[src/hw/rtl/tmgc_pkg.sv]
package tmgc_pkg;

	localparam int unsigned SAMPLES = 10;
	localparam int unsigned SAMPLE_W = 16;
	localparam int unsigned SUM_W = 22;
	localparam int unsigned CNT_W = $clog2(SAMPLES + 1);
	localparam int unsigned DIVD_W = 26;
	localparam int unsigned STEP_W = $clog2(DIVD_W);
	localparam int unsigned GAIN_SCALE = 1000;
	localparam int unsigned IDX_W = 3;

	localparam logic [SAMPLE_W-1:0] UNITY_GAIN = 16'd1000;
	localparam logic [SAMPLE_W-1:0] GAIN_SAT = 16'hffff;
	localparam logic [SAMPLE_W-1:0] MIN_RST = 16'hffff;
	localparam logic [SAMPLE_W-1:0] MEAN_DIV = SAMPLE_W'(SAMPLES - 2);

	localparam logic [SAMPLE_W-1:0] CELL_LOW_RST = 16'd405;
	localparam logic [SAMPLE_W-1:0] CELL_HIGH_RST = 16'd435;
	localparam logic [SAMPLE_W-1:0] PACK_LOW_RST = 16'd810;
	localparam logic [SAMPLE_W-1:0] PACK_HIGH_RST = 16'd870;
	localparam logic [SAMPLE_W-1:0] CELL_TARGET_RST = 16'd420;
	localparam logic [SAMPLE_W-1:0] PACK_TARGET_RST = 16'd840;

	typedef enum logic [IDX_W-1:0] {
		REG_CELL_LOW    = 3'd0,
		REG_CELL_HIGH   = 3'd1,
		REG_PACK_LOW    = 3'd2,
		REG_PACK_HIGH   = 3'd3,
		REG_CELL_TARGET = 3'd4,
		REG_PACK_TARGET = 3'd5
	} reg_idx_t;

	typedef enum logic [2:0] {
		ST_IDLE,
		ST_MEAN,
		ST_LOAD,
		ST_RUN,
		ST_OUT
	} state_t;

	typedef enum logic {
		OP_CELL_GAIN,
		OP_PACK_GAIN
	} op_t;

	typedef struct packed {
		logic              start;
		logic [DIVD_W-1:0] dividend;
		logic [SAMPLE_W-1:0] divisor;
	} div_req_t;

	typedef struct packed {
		logic              done;
		logic [DIVD_W-1:0] quotient;
	} div_rsp_t;

	typedef struct packed {
		logic             last;
		logic [SUM_W-1:0] cell_trim;
		logic [SUM_W-1:0] pack_trim;
	} acc_stat_t;

endpackage

[src/hw/rtl/tmgc_if.sv]
interface tmgc_sample_if;
	import tmgc_pkg::*;

	logic                valid;
	logic                ready;
	logic [SAMPLE_W-1:0] cell_sample;
	logic [SAMPLE_W-1:0] pack_sample;

	modport source (output valid, output cell_sample, output pack_sample, input ready);
	modport sink (input valid, input cell_sample, input pack_sample, output ready);
endinterface

interface tmgc_result_if;
	import tmgc_pkg::*;

	logic                valid;
	logic                ready;
	logic [SAMPLE_W-1:0] cell_mean;
	logic [SAMPLE_W-1:0] pack_mean;
	logic                in_window;
	logic [SAMPLE_W-1:0] cell_gain;
	logic [SAMPLE_W-1:0] pack_gain;

	modport source (output valid, output cell_mean, output pack_mean, output in_window,
		output cell_gain, output pack_gain, input ready);
	modport sink (input valid, input cell_mean, input pack_mean, input in_window,
		input cell_gain, input pack_gain, output ready);
endinterface

interface tmgc_cfg_if;
	import tmgc_pkg::*;

	logic                valid;
	logic                ready;
	logic [IDX_W-1:0]    index;
	logic [SAMPLE_W-1:0] data;

	modport source (output valid, output index, output data, input ready);
	modport sink (input valid, input index, input data, output ready);
endinterface

[src/hw/rtl/tmgc_accum.sv]
module tmgc_accum (
	input  logic                            clk,
	input  logic                            arst_n,
	input  logic                            take,
	input  logic                            clear,
	input  logic [tmgc_pkg::SAMPLE_W-1:0]   cell_sample,
	input  logic [tmgc_pkg::SAMPLE_W-1:0]   pack_sample,
	output tmgc_pkg::acc_stat_t             stat
);
	import tmgc_pkg::*;

	logic [SUM_W-1:0]    cell_sum_q;
	logic [SUM_W-1:0]    pack_sum_q;
	logic [SAMPLE_W-1:0] cell_min_q;
	logic [SAMPLE_W-1:0] cell_max_q;
	logic [SAMPLE_W-1:0] pack_min_q;
	logic [SAMPLE_W-1:0] pack_max_q;
	logic [CNT_W-1:0]    count_q;

	always_ff @(posedge clk or negedge arst_n) begin
		if (!arst_n) begin
			cell_sum_q <= '0;
			pack_sum_q <= '0;
			cell_min_q <= MIN_RST;
			cell_max_q <= '0;
			pack_min_q <= MIN_RST;
			pack_max_q <= '0;
			count_q    <= '0;
		end else if (clear) begin
			cell_sum_q <= '0;
			pack_sum_q <= '0;
			cell_min_q <= MIN_RST;
			cell_max_q <= '0;
			pack_min_q <= MIN_RST;
			pack_max_q <= '0;
			count_q    <= '0;
		end else if (take) begin
			cell_sum_q <= cell_sum_q + SUM_W'(cell_sample);
			pack_sum_q <= pack_sum_q + SUM_W'(pack_sample);
			if (cell_sample < cell_min_q) cell_min_q <= cell_sample;
			if (cell_sample > cell_max_q) cell_max_q <= cell_sample;
			if (pack_sample < pack_min_q) pack_min_q <= pack_sample;
			if (pack_sample > pack_max_q) pack_max_q <= pack_sample;
			count_q <= count_q + CNT_W'(1);
		end
	end

	assign stat.last      = (count_q == CNT_W'(SAMPLES - 1));
	assign stat.cell_trim = cell_sum_q - SUM_W'(cell_min_q) - SUM_W'(cell_max_q);
	assign stat.pack_trim = pack_sum_q - SUM_W'(pack_min_q) - SUM_W'(pack_max_q);

endmodule

[src/hw/rtl/tmgc_div.sv]
module tmgc_div (
	input  logic               clk,
	input  logic               arst_n,
	input  tmgc_pkg::div_req_t req,
	output tmgc_pkg::div_rsp_t rsp
);
	import tmgc_pkg::*;

	logic                busy_q;
	logic                done_q;
	logic [STEP_W-1:0]   step_q;
	logic [SAMPLE_W-1:0] rem_q;
	logic [SAMPLE_W-1:0] dvs_q;
	logic [DIVD_W-1:0]   quo_q;
	logic [SAMPLE_W:0]   shifted;
	logic [SAMPLE_W:0]   trial;
	logic                fits;

	assign shifted = {rem_q, quo_q[DIVD_W-1]};
	assign trial   = shifted - {1'b0, dvs_q};
	assign fits    = (shifted >= {1'b0, dvs_q});

	always_ff @(posedge clk or negedge arst_n) begin
		if (!arst_n) begin
			busy_q <= 1'b0;
			done_q <= 1'b0;
			step_q <= '0;
		end else begin
			done_q <= 1'b0;
			if (req.start) begin
				busy_q <= 1'b1;
				step_q <= '0;
			end else if (busy_q) begin
				step_q <= step_q + STEP_W'(1);
				if (step_q == STEP_W'(DIVD_W - 1)) begin
					busy_q <= 1'b0;
					done_q <= 1'b1;
				end
			end
		end
	end

	always_ff @(posedge clk) begin
		if (req.start) begin
			rem_q <= '0;
			quo_q <= req.dividend;
			dvs_q <= req.divisor;
		end else if (busy_q) begin
			rem_q <= fits ? trial[SAMPLE_W-1:0] : shifted[SAMPLE_W-1:0];
			quo_q <= {quo_q[DIVD_W-2:0], fits};
		end
	end

	assign rsp.done     = done_q;
	assign rsp.quotient = quo_q;

endmodule

[src/hw/rtl/trimmed_mean_gain_calibrator_unit.sv]
// Channel   Role   Payload
// samples   sink   cell_sample, pack_sample
// results   source cell_mean, pack_mean, in_window, cell_gain, pack_gain
// cfg       sink   index, data (write only, always ready)
//
// Pairs that do not end a batch are accepted back to back. The pair that ends a
// batch is transferred, then the trimmed means are formed; when a mean falls
// outside its window no division follows, otherwise two divisions run through the
// one restoring divider (one quotient bit a cycle). Last the result register is
// loaded, and only then is a new pair accepted.
// The result register holds a result until it is taken; a finished batch waits
// for it to drain. Reset restores register defaults and clears the accumulators.
module trimmed_mean_gain_calibrator_unit (
	input  logic   clk,
	input  logic   arst_n,
	tmgc_sample_if.sink   samples,
	tmgc_result_if.source results,
	tmgc_cfg_if.sink      cfg
);
	import tmgc_pkg::*;

	state_t    state_q, state_d;
	op_t       op_q, op_d;
	div_req_t  div_req;
	div_rsp_t  div_rsp;
	acc_stat_t acc_stat;

	logic take;
	logic acc_clear;
	logic out_load;
	logic win_ok;

	logic [SAMPLE_W-1:0] cell_low_q, cell_high_q, pack_low_q, pack_high_q;
	logic [SAMPLE_W-1:0] cell_target_q, pack_target_q;
	logic [SAMPLE_W-1:0] cm_q, pm_q, cg_q, pg_q;
	logic                ok_q;
	logic [SAMPLE_W-1:0] mean_c;
	logic [SAMPLE_W-1:0] mean_p;
	logic [SAMPLE_W-1:0] quo_gain;
	logic [SAMPLE_W-1:0] target_sel;
	logic [DIVD_W-1:0]   product;

	logic                out_valid_q;
	logic [SAMPLE_W-1:0] out_cm_q, out_pm_q, out_cg_q, out_pg_q;
	logic                out_ok_q;

	assign take = samples.valid && samples.ready;
	assign cfg.ready = 1'b1;

	tmgc_accum u_accum (
		.clk         (clk),
		.arst_n      (arst_n),
		.take        (take),
		.clear       (acc_clear),
		.cell_sample (samples.cell_sample),
		.pack_sample (samples.pack_sample),
		.stat        (acc_stat)
	);

	tmgc_div u_div (
		.clk    (clk),
		.arst_n (arst_n),
		.req    (div_req),
		.rsp    (div_rsp)
	);

	always_ff @(posedge clk or negedge arst_n) begin
		if (!arst_n) begin
			cell_low_q    <= CELL_LOW_RST;
			cell_high_q   <= CELL_HIGH_RST;
			pack_low_q    <= PACK_LOW_RST;
			pack_high_q   <= PACK_HIGH_RST;
			cell_target_q <= CELL_TARGET_RST;
			pack_target_q <= PACK_TARGET_RST;
		end else if (cfg.valid) begin
			case (cfg.index)
				REG_CELL_LOW:    cell_low_q    <= cfg.data;
				REG_CELL_HIGH:   cell_high_q   <= cfg.data;
				REG_PACK_LOW:    pack_low_q    <= cfg.data;
				REG_PACK_HIGH:   pack_high_q   <= cfg.data;
				REG_CELL_TARGET: cell_target_q <= cfg.data;
				REG_PACK_TARGET: pack_target_q <= cfg.data;
				default: ;
			endcase
		end
	end

	assign mean_c = SAMPLE_W'(acc_stat.cell_trim / SUM_W'(MEAN_DIV));
	assign mean_p = SAMPLE_W'(acc_stat.pack_trim / SUM_W'(MEAN_DIV));
	assign win_ok = (mean_c > cell_low_q) && (mean_c < cell_high_q)
		&& (mean_p > pack_low_q) && (mean_p < pack_high_q);

	assign quo_gain = (|div_rsp.quotient[DIVD_W-1:SAMPLE_W]) ? GAIN_SAT
		: div_rsp.quotient[SAMPLE_W-1:0];

	assign target_sel = (op_q == OP_CELL_GAIN) ? cell_target_q : pack_target_q;
	assign product = DIVD_W'(target_sel) * DIVD_W'(GAIN_SCALE);

	always_comb begin
		div_req.dividend = product;
		case (op_q)
			OP_CELL_GAIN: div_req.divisor = cm_q;
			default:      div_req.divisor = pm_q;
		endcase
	end

	always_ff @(posedge clk or negedge arst_n) begin
		if (!arst_n) begin
			state_q <= ST_IDLE;
			op_q    <= OP_CELL_GAIN;
		end else begin
			state_q <= state_d;
			op_q    <= op_d;
		end
	end

	always_comb begin
		state_d         = state_q;
		op_d            = op_q;
		samples.ready   = 1'b0;
		div_req.start   = 1'b0;
		acc_clear       = 1'b0;
		out_load        = 1'b0;
		case (state_q)
			ST_IDLE: begin
				samples.ready = 1'b1;
				op_d = OP_CELL_GAIN;
				if (samples.valid && acc_stat.last) state_d = ST_MEAN;
			end
			ST_MEAN: begin
				state_d = win_ok ? ST_LOAD : ST_OUT;
			end
			ST_LOAD: begin
				div_req.start = 1'b1;
				state_d = ST_RUN;
			end
			ST_RUN: begin
				if (div_rsp.done) begin
					case (op_q)
						OP_CELL_GAIN: begin
							op_d = OP_PACK_GAIN;
							state_d = ST_LOAD;
						end
						default: state_d = ST_OUT;
					endcase
				end
			end
			ST_OUT: begin
				if (!out_valid_q || results.ready) begin
					out_load  = 1'b1;
					acc_clear = 1'b1;
					state_d   = ST_IDLE;
				end
			end
			default: state_d = ST_IDLE;
		endcase
	end

	always_ff @(posedge clk) begin
		if (state_q == ST_MEAN) begin
			cm_q <= mean_c;
			pm_q <= mean_p;
			ok_q <= win_ok;
			cg_q <= UNITY_GAIN;
			pg_q <= UNITY_GAIN;
		end else if ((state_q == ST_RUN) && div_rsp.done) begin
			case (op_q)
				OP_CELL_GAIN: cg_q <= quo_gain;
				default:      pg_q <= quo_gain;
			endcase
		end
	end

	always_ff @(posedge clk or negedge arst_n) begin
		if (!arst_n) begin
			out_valid_q <= 1'b0;
		end else if (out_load) begin
			out_valid_q <= 1'b1;
		end else if (results.ready) begin
			out_valid_q <= 1'b0;
		end
	end

	always_ff @(posedge clk) begin
		if (out_load) begin
			out_cm_q <= cm_q;
			out_pm_q <= pm_q;
			out_ok_q <= ok_q;
			out_cg_q <= cg_q;
			out_pg_q <= pg_q;
		end
	end

	assign results.valid     = out_valid_q;
	assign results.cell_mean = out_cm_q;
	assign results.pack_mean = out_pm_q;
	assign results.in_window = out_ok_q;
	assign results.cell_gain = out_cg_q;
	assign results.pack_gain = out_pg_q;

endmodule

[src/flat_wrapper.sv]
// flat-port wrapper written by rule: the top's interface ports become plain ports
module trimmed_mean_gain_calibrator_unit_flat import tmgc_pkg::*;
  (clk, arst_n, samples_valid, samples_cell_sample, samples_pack_sample, samples_ready, results_valid, results_cell_mean, results_pack_mean, results_in_window, results_cell_gain, results_pack_gain, results_ready, cfg_valid, cfg_index, cfg_data, cfg_ready);
  tmgc_sample_if samples_i ();
  tmgc_result_if results_i ();
  tmgc_cfg_if cfg_i ();
  input  logic clk;
  input  logic arst_n;
  input wire logic [$bits(samples_i.valid)-1:0] samples_valid;
  input wire logic [$bits(samples_i.cell_sample)-1:0] samples_cell_sample;
  input wire logic [$bits(samples_i.pack_sample)-1:0] samples_pack_sample;
  output wire logic [$bits(samples_i.ready)-1:0] samples_ready;
  output wire logic [$bits(results_i.valid)-1:0] results_valid;
  output wire logic [$bits(results_i.cell_mean)-1:0] results_cell_mean;
  output wire logic [$bits(results_i.pack_mean)-1:0] results_pack_mean;
  output wire logic [$bits(results_i.in_window)-1:0] results_in_window;
  output wire logic [$bits(results_i.cell_gain)-1:0] results_cell_gain;
  output wire logic [$bits(results_i.pack_gain)-1:0] results_pack_gain;
  input wire logic [$bits(results_i.ready)-1:0] results_ready;
  input wire logic [$bits(cfg_i.valid)-1:0] cfg_valid;
  input wire logic [$bits(cfg_i.index)-1:0] cfg_index;
  input wire logic [$bits(cfg_i.data)-1:0] cfg_data;
  output wire logic [$bits(cfg_i.ready)-1:0] cfg_ready;
  assign samples_i.valid = samples_valid;
  assign samples_i.cell_sample = samples_cell_sample;
  assign samples_i.pack_sample = samples_pack_sample;
  assign samples_ready = samples_i.ready;
  assign results_valid = results_i.valid;
  assign results_cell_mean = results_i.cell_mean;
  assign results_pack_mean = results_i.pack_mean;
  assign results_in_window = results_i.in_window;
  assign results_cell_gain = results_i.cell_gain;
  assign results_pack_gain = results_i.pack_gain;
  assign results_i.ready = results_ready;
  assign cfg_i.valid = cfg_valid;
  assign cfg_i.index = cfg_index;
  assign cfg_i.data = cfg_data;
  assign cfg_ready = cfg_i.ready;
  trimmed_mean_gain_calibrator_unit u_core (.clk(clk), .arst_n(arst_n), .samples(samples_i), .results(results_i), .cfg(cfg_i));
endmodule
[config.mk]
export PLATFORM = sky130hd
export DESIGN_NAME = trimmed_mean_gain_calibrator_unit_flat
export DESIGN_NICKNAME = d
export VERILOG_FILES = /design/src/hw/rtl/tmgc_pkg.sv /design/src/hw/rtl/tmgc_if.sv /design/src/hw/rtl/tmgc_accum.sv /design/src/hw/rtl/tmgc_div.sv /design/src/hw/rtl/trimmed_mean_gain_calibrator_unit.sv /design/src/flat_wrapper.sv
export SDC_FILE = /design/constraint.sdc
export NUM_CORES = 1
export LEC_CHECK = 0
export ABC_AREA = 1
export BUFFER_PORTS_ARGS = -buffer_cell sky130_fd_sc_hd__buf_2
export CORE_MARGIN = 4
export CORE_UTILIZATION = 25
export CTS_CLUSTER_DIAMETER = 80
export DETAILED_ROUTE_END_ITERATION = 12
export PLACE_DENSITY_LB_ADDON = 0.1
export SLEW_MARGIN = 20
export SYNTH_ARGS = -nofsm -noshare
export SYNTH_HDL_FRONTEND = slang
export SYNTH_SLANG_ARGS = --single-unit
[constraint.sdc]
create_clock -name clk -period 5 [get_ports clk]
set_input_delay 0.25 -clock clk [delete_from_list [all_inputs] [get_ports clk]]
set_output_delay 0.25 -clock clk [all_outputs]
set_load 0.01 [all_outputs]
==> results.sh, run 1 <==
export IMPL_cts_buffers_inserted=54
export IMPL_power_frac_clock_pct=28.9
export IMPL_postSynthAreaPerCell_um2=9.10
export IMPL_grt_pass1_vias=19732
export IMPL_crit_type="flip-flop to flip-flop"
export IMPL_synth_top_area_share_pct=16.2
export IMPL_rrSetupSlack_ns=0.24
export IMPL_p_seq_share_pct=26.7
export IMPL_drt_total_wl_mm=75.8
export IMPL_max_freq_ghz=0.210
export IMPL_vias=19296
export IMPL_ys_seq_area_share_pct=41.7
export IMPL_drive_gt1_share_pct=14.9
export IMPL_ir_worst_vdd_mv=0.376
export IMPL_syn_nets=3195
export IMPL_ant_nets=0
export IMPL_largest_register_ffs=26
export IMPL_place_congestion=0.830
export IMPL_cts_sinks=402
export IMPL_dp_cells=4246
export IMPL_synth_edf_count=137
export IMPL_synth_area_leaders="edfxtp_1, dfrtp_1, ha_1"
export IMPL_path_common_cell="nand2_1"
export IMPL_startpoint_type="flip-flop"
export IMPL_cts_root_buf="clkbuf_16"
export IMPL_regMostFlops="u_core.u_div.quo_q"
export IMPL_crit_fanout=17
export IMPL_drc=0
export IMPL_row_count=116
export IMPL_yosysUniqueCellTypes=61
export IMPL_synth_ff_type="dfrtp_1"
export IMPL_p_sw_share_pct=37.8
export IMPL_start_util_pct=25.3
export IMPL_cp_end_kind="flip-flop"
export IMPL_cp_arrival_ns=5.13
export IMPL_nets=3393
export IMPL_die_h_um=327
export IMPL_worst_pin_slew_ns=1.17
export IMPL_drt_vias_per_instance=4.40
export IMPL_cp_slowest_cell="fa_1"
export IMPL_ys_warn_count=0
export IMPL_clk_latency_ns=0.65
export IMPL_hold_class="primary input to flip-flop"
export IMPL_final_period_utilization_pct=95.2
export IMPL_io_pins=124
export IMPL_leakagePower_nw=14.1
export IMPL_wl_per_cell_um=17.3
export IMPL_synth_area_mm2=0.0254
export IMPL_finalHoldViolations=0
export IMPL_core_mm2=0.100
export IMPL_p_per_area_mw_per_mm2=452
export IMPL_slew_headroom_pct=21.3
export IMPL_numPortBuffers=122
export IMPL_status="finished clean"
export IMPL_synth_async_reset_ratio_pct=53.2
export IMPL_reg2reg_to="u_core.u_div.quo_q[21]"
export IMPL_cp_slowest_stage_delay_ns=0.53
export IMPL_grt_overflow=0
export IMPL_cts_path_max_buffers=3
export IMPL_rr_startpoint="u_core.op_q"
export IMPL_holdWs_ns=0.0365
export IMPL_ys_seq_elements=402
export IMPL_r2r_cells=25
export IMPL_hpwl_mm=58.7
export IMPL_die_x_um=327
export IMPL_p_sw_mw=5.16
export IMPL_drt_initial_drc_count=987
export IMPL_worstHoldStart="cfg_data[4]"
export IMPL_intPower_mw=8.49
export IMPL_grtUsageTotal_pct=14.2
export IMPL_cts_htree_levels=2
export IMPL_fin_cells=4390
export IMPL_antenna_found_initial=4
export IMPL_p_comb_share_pct=44.4
export IMPL_grt_pass1_wl_mm=118
export IMPL_reg_largest_list="u_core.u_div.quo_q (26), u_core.u_accum.cell_sum_q (19), u_core.u_accum.pack_sum_q (19)"
export IMPL_synth_cells=2789
export IMPL_finalSetupViolations=0
export IMPL_yosysMostFrequentCell="nand2_1"
export IMPL_tns_ns=0
export IMPL_hold_path_depth=3
export IMPL_firstDrtPassIters=5
export IMPL_cap_violations=0
export IMPL_synthTopCellsByCount="nand2_1, inv_1, ha_1"
export IMPL_grt_max_degree=137
export IMPL_cts_tree="done"
export IMPL_cts_clk_slew_worst_paths_ns=0.06
export IMPL_required_ns=5.37
export IMPL_yosysTopAreaCell="edfxtp_1"
export IMPL_holdPathEnd="u_core.pack_low_q[4]"
export IMPL_dieArea_mm2=0.107
export IMPL_skew_ns=0.0341
export IMPL_synthToLayoutAreaGrowth_pct=18.9
export IMPL_fin_crit_ns=4.76
export IMPL_final_max_slew_viol_count=0
-- layer usage --
layer	vias up	GRT usage, %	part of all wire (%)
li1	9740	-	-
met1	9186	19.0	47
met2	283	23.6	47
met3	87	2.78	4.2
met4	0	3.22	2.0
met5	-	0	0
-- layout by cell type, fill, tap and decap left out, types with 9 or more instances in the layout --
cell type and instances:
o21ai_0 215, clkbuf_16 56, inv_2 10, xor2_1 41, o21ai_2 10, o22ai_2 9
ha_4 9, dlygate4sd3_1 34, o21ai_1 28, dfrtp_1 152, nor3_1 12, fa_1 87
a21oi_1 200, a21o_1 9, dfxtp_1 51, a21oi_2 10, xnor2_1 24, nand2_2 23
inv_1 394, clkinv_2 9, a22o_1 12, buf_2 121, dfstp_2 62, nor2_1 104
o211ai_1 43, o22ai_1 27, nand4_1 23, buf_4 55, or2_2 15, clkbuf_1 15
o31ai_1 14, edfxtp_1 137, ha_1 252, nand2_1 570, nand3_1 89
-- final cells by class --
| class | instances | area (um^2) |
|---|---|---|
| clock inverter | 26 | 277 |
| tap | 1357 | 1700 |
| clock buffer | 75 | 1510 |
| sequential | 402 | 10600 |
| inverter | 406 | 1530 |
| timing repair buffer | 214 | 1430 |
| antenna | 1 | 2.50 |
| fill | 10633 | 70300 |
| multi-input combinational | 1909 | 13200 |
-- power groups by stage --
stage	clock, mW	combinational, mW	sequential, mW
floorplan	0	3.60	3.68
global placement	0	5.11	3.70
detailed placement	0	5.07	3.70
CTS	4.10	5.13	3.64
global route	4.23	6.92	3.66
finish	3.94	6.06	3.65
-- critical path: cells and delay by family (launching register included) --
kind,cells,cell delay [ns]
flops,1,0.35
simple gates,13,1.20
buf+inv,5,0.42
compound gates,2,0.17
fa+ha+maj,5,2.37
-- worst max path at each step --
stage	from	end	slack (ns)	cells past startpoint
floorplan	u_core.op_q	u_core.u_div.quo_q[22]	0.03	21
global placement	u_core.op_q	u_core.u_div.quo_q[22]	0.05	21
detailed placement	u_core.op_q	u_core.u_div.quo_q[22]	0.03	21
CTS	u_core.op_q	u_core.u_div.quo_q[22]	0.006	21
global route	u_core.op_q	u_core.u_div.quo_q[21]	-0.02	25
finish	u_core.op_q	u_core.u_div.quo_q[21]	0.24	25
-- logic make-up after synthesis --
group / count (synthesis) / share of synthesized area, %
flops: 402 / 41.7
fa+ha+maj: 350 / 19.8
xor+xnor: 65 / 2.24
other cells: 1 / 0.0148
simple gates: 879 / 14.7
compound gates: 614 / 14.1
buf+inv: 478 / 7.45
-- through the flow --
stage / utilization (%) / power [mW] / instance area (um^2) / setup slack, ns
finish: 30.0 / 13.7 / 30200 / 0.242
global route: 30.0 / 14.8 / 30200 / -0.0197
CTS: 29.7 / 12.9 / 29900 / 0.00646
detailed placement: 27.6 / 8.77 / 27700 / 0.0290
global placement: 27.6 / 8.81 / 27700 / 0.0501
floorplan: - / 7.28 / 25400 / 0.0305
-- timing repair --
action | in CTS | in global routing
hold buffers | 34 | 0
hold endpoints to repair | 127 | 0
buffers inserted | 0 | 8
setup endpoints to repair | 0 | 12
resized for setup | 0 | 60
Note: power is estimated with default switching activity, not from simulation.
==> run 2: changes to the inputs <==
--- a/config.mk
+++ b/config.mk
@@ -8,11 +8,11 @@
 export ABC_AREA = 1
 export BUFFER_PORTS_ARGS = -buffer_cell sky130_fd_sc_hd__buf_2
 export CORE_MARGIN = 4
-export CORE_UTILIZATION = 25
+export CORE_UTILIZATION = 45
 export CTS_CLUSTER_DIAMETER = 80
 export DETAILED_ROUTE_END_ITERATION = 12
 export PLACE_DENSITY_LB_ADDON = 0.1
-export SLEW_MARGIN = 20
+export SLEW_MARGIN = 10
 export SYNTH_ARGS = -nofsm -noshare
 export SYNTH_HDL_FRONTEND = slang
 export SYNTH_SLANG_ARGS = --single-unit
==> run 2 against run 1 <==
Effect of this change:
- power increased by 2.2%
- non-clock buffer count increased by 18
- flip-flop and latch count unchanged
- worst hold slack improved by 0.026 ns
- setup slack got worse by 0.084 ns
==> results.sh, run 2 (synthesis results as in run 1) <==
export IMPL_status="finished clean"
export IMPL_cp_cell_sequence="clkinvlp_4, buf_6, or2_2, o21ai_2, inv_2, buf_4, fa_1, fa_1, fa_1, fa_1, ha_4, a21oi_2, o21ai_0, a21oi_1, nand3_2, xnor2_2, a22o_1"
export IMPL_crit_buf_inv=4
export IMPL_grt_pass1_wl_mm=107
export IMPL_fin_cells=3783
export IMPL_row_count=86
export IMPL_finalSetupViolations=0
export IMPL_core_mm2=0.0554
export IMPL_cts_root_buf="clkbuf_16"
export IMPL_hold_class="primary input to flip-flop"
export IMPL_p_sw_share_pct=37.9
export IMPL_intPower_mw=8.67
export IMPL_max_freq_ghz=0.207
export IMPL_die_x_um=245
export IMPL_startpoint_type="flip-flop"
export IMPL_drt_total_wl_mm=66.7
export IMPL_hpwl_mm=50.7
export IMPL_drt_initial_drc_count=1147
export IMPL_leakagePower_nw=14.1
export IMPL_drt_vias_per_instance=5.18
export IMPL_antenna_found_initial=0
export IMPL_cts_clk_slew_worst_paths_ns=0.05
export IMPL_ant_nets=0
export IMPL_mostFrequentLayoutCells="nand2_1, inv_1, ha_1, o21ai_0, a21oi_1"
export IMPL_regMostFlops="u_core.u_div.quo_q"
export IMPL_cap_violations=0
export IMPL_cp_end_kind="flip-flop"
export IMPL_cts_buffers_inserted=46
export IMPL_worst_pin_slew_ns=1.09
export IMPL_final_period_utilization_pct=96.8
export IMPL_largest_register_ffs=26
export IMPL_io_pins=124
export IMPL_required_ns=5.34
export IMPL_power_frac_clock_pct=24.6
export IMPL_p_comb_share_pct=49.2
export IMPL_synthToLayoutAreaGrowth_pct=16.0
export IMPL_start_util_pct=45.8
export IMPL_cts_path_max_buffers=3
export IMPL_place_congestion=0.893
export IMPL_grt_pass1_vias=19554
export IMPL_cp_arrival_ns=5.18
export IMPL_fin_crit_ns=4.84
export IMPL_cp_slowest_stage_delay_ns=0.59
export IMPL_finalHoldViolations=0
export IMPL_crit_fanout=7
export IMPL_wl_per_cell_um=17.6
export IMPL_nets=3403
export IMPL_dp_cells=3638
export IMPL_firstDrtPassIters=6
export IMPL_grt_max_degree=121
export IMPL_cts_htree_levels=2
export IMPL_grtUsageTotal_pct=22.2
export IMPL_dieArea_mm2=0.0602
export IMPL_grt_overflow=0
export IMPL_n_antenna_cell=0
export IMPL_final_common_cell="nand2_1"
export IMPL_final_max_slew_viol_count=0
export IMPL_critPathTopFamily="adder cells"
export IMPL_vias=19601
export IMPL_p_per_area_mw_per_mm2=474
export IMPL_skew_ns=0.0240
export IMPL_cp_slowest_cell="fa_1"
export IMPL_path_common_cell="fa_1"
export IMPL_crit_type="flip-flop to flip-flop"
export IMPL_grt_setup_unrepaired="yes"
export IMPL_ir_worst_vdd_mv=0.575
export IMPL_tns_ns=0
export IMPL_drc=0
export IMPL_p_sw_mw=5.28
export IMPL_drive_gt1_share_pct=15.9
export IMPL_clk_latency_ns=0.60
export IMPL_cts_tree="done"
export IMPL_reg_largest_list="u_core.u_div.quo_q (26), u_core.u_accum.cell_sum_q (19), u_core.u_accum.pack_sum_q (19)"
export IMPL_p_seq_share_pct=26.2
export IMPL_die_h_um=245
export IMPL_slew_headroom_pct=27.4
export IMPL_numPortBuffers=122
export IMPL_cts_sinks=402
run 2: cell count changes in the layout (fill, tap and decap cells not counted), sizes merged:
cell,before,now
buf,180,196
bufinv,5,1
clkbuf,75,74
clkinv,19,8
clkinvlp,0,4
diode,1,0
inv,408,407
run 2: layout make-up:
type	count	area (um^2)
fill	5111	26000
inverter	406	1530
sequential	402	10600
clock buffer	72	1400
clock inverter	14	155
tap	748	936
multi-input combinational	1909	13300
timing repair buffer	232	1570
run 2: worst min-delay path, cell delays in order:
cell and delay (ns):
buf_2 0.08, inv_1 0.11, o21ai_0 0.17
run 2: repair_timing:
action / CTS / global route
hold endpoints to repair: 126 / 0
buffers inserted: 1 / 25
setup endpoints to repair: 7 / 13
resized for setup: 6 / 91
gates cloned: 0 / 0
hold buffers: 34 / 0
pin swaps: 0 / 27
run 2: metal layers:
metal	up-vias	GRT usage (%)	wire, um
met5	-	0	0
met4	0	5.16	1620
met3	107	3.43	2990
met2	384	37.9	32400
met1	9372	29.8	29700
li1	9738	-	-
run 2: path summary, 6_finish.rpt:
| path | to | slack, ns | cells after the start | start |
|---|---|---|---|---|
| max reg2reg | u_core.u_div.quo_q[25] | 0.16 | 17 | u_core.op_q |
| min reg2reg | u_core.results.in_window | 0.43 | 0 | u_core.ok_q |
| max | u_core.u_div.quo_q[25] | 0.16 | 17 | u_core.op_q |
| max in group asynchronous | u_core.op_q | 3.42 | 3 | arst_n |
| min | u_core.cell_target_q[3] | 0.06 | 3 | cfg_data[3] |
| min in group asynchronous | u_core.u_accum.cell_max_q[0] | 0.33 | 2 | arst_n |
run 2: power by group through the flow:
stage / Sequential, mW / Clock, mW / Combinational [mW]
floorplan: 3.68 / 0 / 3.60
global placement: 3.70 / 0 / 5.20
detailed placement: 3.70 / 0 / 5.24
CTS: 3.64 / 3.53 / 5.32
global route: 3.66 / 3.66 / 7.72
finish: 3.65 / 3.43 / 6.86
run 2: through the flow:
stage / total power, mW / hold slack (ns) / area, um^2 / setup WS, ns / util [%]
2_1_floorplan: 7.28 / -0.0456 / 25400 / 0.0305 / -
3_3_place_gp: 8.90 / 0.406 / 27000 / -0.0809 / 48.7
3_5_place_dp: 8.94 / 0.407 / 27000 / -0.160 / 48.7
4_1_cts: 12.5 / 0.0165 / 28900 / -0.0455 / 52.2
5_1_grt: 15.0 / 0.0572 / 29400 / -0.0465 / 53.1
6_report: 13.9 / 0.0624 / 29400 / 0.159 / 53.1
==> run 3: changes to the inputs <==
==> constraint.sdc (replaced) <==
create_clock -name clk -period 5 [get_ports clk]
set_input_delay 1 -clock clk [delete_from_list [all_inputs] [get_ports clk]]
set_output_delay 1 -clock clk [all_outputs]
set_load 0.01 [all_outputs]
==> run 3 against run 2 <==
Effect of this change:
- fmax is 2.0% higher
- first-iteration DRC count is 8.1% higher
- sequential power is essentially flat
- combinational power shrank 16%
- flip-flop and latch count stayed put
- global-route usage shrank 0.22 points
- register-to-register slack improved by 0.09 ns
==> results.sh, run 3 (synthesis results as in run 1) <==
export IMPL_grt_max_degree=102
export IMPL_row_count=86
export IMPL_required_ns=5.34
export IMPL_die_x_um=245
export IMPL_postCtsHoldBufs=0
export IMPL_synthToLayoutAreaGrowth_pct=13.4
export IMPL_fin_area_mm2=0.0288
export IMPL_crit_buf_inv=6
export IMPL_cp_slowest_cell="fa_1"
export IMPL_fin_cells=3735
export IMPL_regMostFlops="u_core.u_div.quo_q"
export IMPL_core_mm2=0.0554
export IMPL_cp_arrival_ns=5.09
export IMPL_numPortBuffers=122
export IMPL_cp_end_kind="flip-flop"
export IMPL_cp_slowest_stage_delay_ns=0.53
export IMPL_dpl_instance_area_mm2=0.0270
export IMPL_final_common_cell="nand2_1"
export IMPL_wl_per_cell_um=17.7
export IMPL_drt_total_wl_mm=66.1
export IMPL_io_pins=124
export IMPL_die_h_um=245
export IMPL_skew_ns=0.0245
export IMPL_place_ws_ns=-0.0585
export IMPL_cts_tree="done"
export IMPL_grt_pass1_wl_mm=105
export IMPL_cts_clk_slew_worst_paths_ns=0.06
export IMPL_final_util_pct=51.9
export IMPL_n_fill_cell=5171
export IMPL_grtUsageTotal_pct=21.9
export IMPL_grt_overflow=0
export IMPL_holdWs_ns=0.427
export IMPL_finalHoldViolations=0
export IMPL_critPathTopFamily="adder cells"
export IMPL_drc=0
export IMPL_place_congestion=0.872
export IMPL_dieArea_mm2=0.0602
export IMPL_antenna_found_initial=1
export IMPL_dp_cells=3641
export IMPL_reg_largest_list="u_core.u_div.quo_q (26), u_core.u_accum.cell_sum_q (19), u_core.u_accum.pack_sum_q (19)"
export IMPL_max_freq_ghz=0.211
export IMPL_startpoint="u_core.op_q"
export IMPL_clk_latency_ns=0.60
export IMPL_slew_headroom_pct=25.6
export IMPL_grt_pass1_vias=19182
export IMPL_drt_vias_per_instance=5.21
export IMPL_mostFrequentLayoutCells="nand2_1, inv_1, ha_1, o21ai_0, a21oi_1"
export IMPL_hold_class="flip-flop to flip-flop"
export IMPL_fin_crit_ns=4.75
export IMPL_worst_pin_slew_ns=1.11
export IMPL_worstHoldStart="u_core.ok_q"
export IMPL_hpwl_mm=50.4
export IMPL_cts_buffers_inserted=47
export IMPL_p_per_area_mw_per_mm2=452
export IMPL_ant_nets=0
export IMPL_cp_cell_sequence="inv_4, or2_2, o21ai_1, buf_4, fa_1, fa_1, inv_1, fa_1, inv_1, fa_1, inv_1, ha_4, nand2_1, inv_1, a21oi_1, nand3_1, a21oi_1, o21ai_0, o21ai_0, nand2_1"
export IMPL_total_power_mw=13.0
export IMPL_ir_worst_vdd_mv=0.468
export IMPL_tns_ns=0
export IMPL_fin_ws_ns=0.252
export IMPL_grt_setup_unrepaired="no"
export IMPL_crit_fanout=13
export IMPL_finalSetupViolations=0
export IMPL_leakagePower_nw=13.9
export IMPL_final_period_utilization_pct=95.0
export IMPL_cap_violations=0
export IMPL_cts_path_max_buffers=3
export IMPL_cts_root_buf="clkbuf_16"
export IMPL_drive_gt1_share_pct=14.4
export IMPL_cts_htree_levels=2
export IMPL_firstDrtPassIters=5
export IMPL_start_util_pct=45.8
export IMPL_status="finished clean"
export IMPL_cts_sinks=402
export IMPL_drt_initial_drc_count=1240
export IMPL_crit_type="flip-flop to flip-flop"
export IMPL_nets=3353
export IMPL_largest_register_ffs=26
export IMPL_final_max_slew_viol_count=0
export IMPL_rr_startpoint="u_core.op_q"
export IMPL_vias=19447
export IMPL_startpoint_type="flip-flop"
-- run 3: timing repair --
action	4_1_cts	5_1_grt
gates resized for setup	3	37
setup endpoints to repair	8	12
pin swaps	0	4
buffers inserted	0	5
-- run 3: layout make-up --
type / count / area (um^2) / area share [%]
timing repair buffer: 181 / 1060 / 3.69
sequential: 402 / 10600 / 36.7
clock buffer: 58 / 1250 / 4.34
tap: 748 / 936 / 3.25
antenna: 1 / 2.50 / 0.00870
multi-input combinational: 1909 / 13100 / 45.4
inverter: 406 / 1530 / 5.31
clock inverter: 30 / 364 / 1.27
-- run 3: where the power goes --
part	switching [mW]	internal (mW)	total (mW)
clock	1.44	2.15	3.59
combinational	3.27	2.49	5.76
sequential	0.0843	3.56	3.65
total	4.79	8.21	13.0
-- run 3: worst register-to-register path, delay by kind of cell, from the launching register on --
family	cells	cell delay [ns]
AO/OA/AOI/OAI	5	0.82
flip-flops	1	0.41
adder cells (fa/ha/maj)	5	2.20
buffers and inverters	6	0.45
AND/OR/NAND/NOR	4	0.61
-- run 3: path summary, 6_finish.rpt --
check / endpoint / slack, ns / depth (start not counted)
min in group asynchronous: u_core.u_accum.cell_sum_q[0] / 0.52 / 1
hold / removal: u_core.results.in_window / 0.43 / 0
max in group asynchronous: u_core.cell_low_q[0] / 3.42 / 2
hold reg to reg: u_core.results.in_window / 0.43 / 0
setup / recovery: u_core.u_div.quo_q[22] / 0.25 / 20
setup reg to reg: u_core.u_div.quo_q[22] / 0.25 / 20
-- run 3: layer usage --
metal | track usage, % | routed length (um) | vias to the layer above
met5 | 0 | 0 | -
met4 | 7.29 | 2170 | 0
met3 | 3.45 | 3390 | 102
met2 | 36.5 | 31000 | 428
met1 | 29.4 | 29500 | 9274
li1 | - | - | 9643
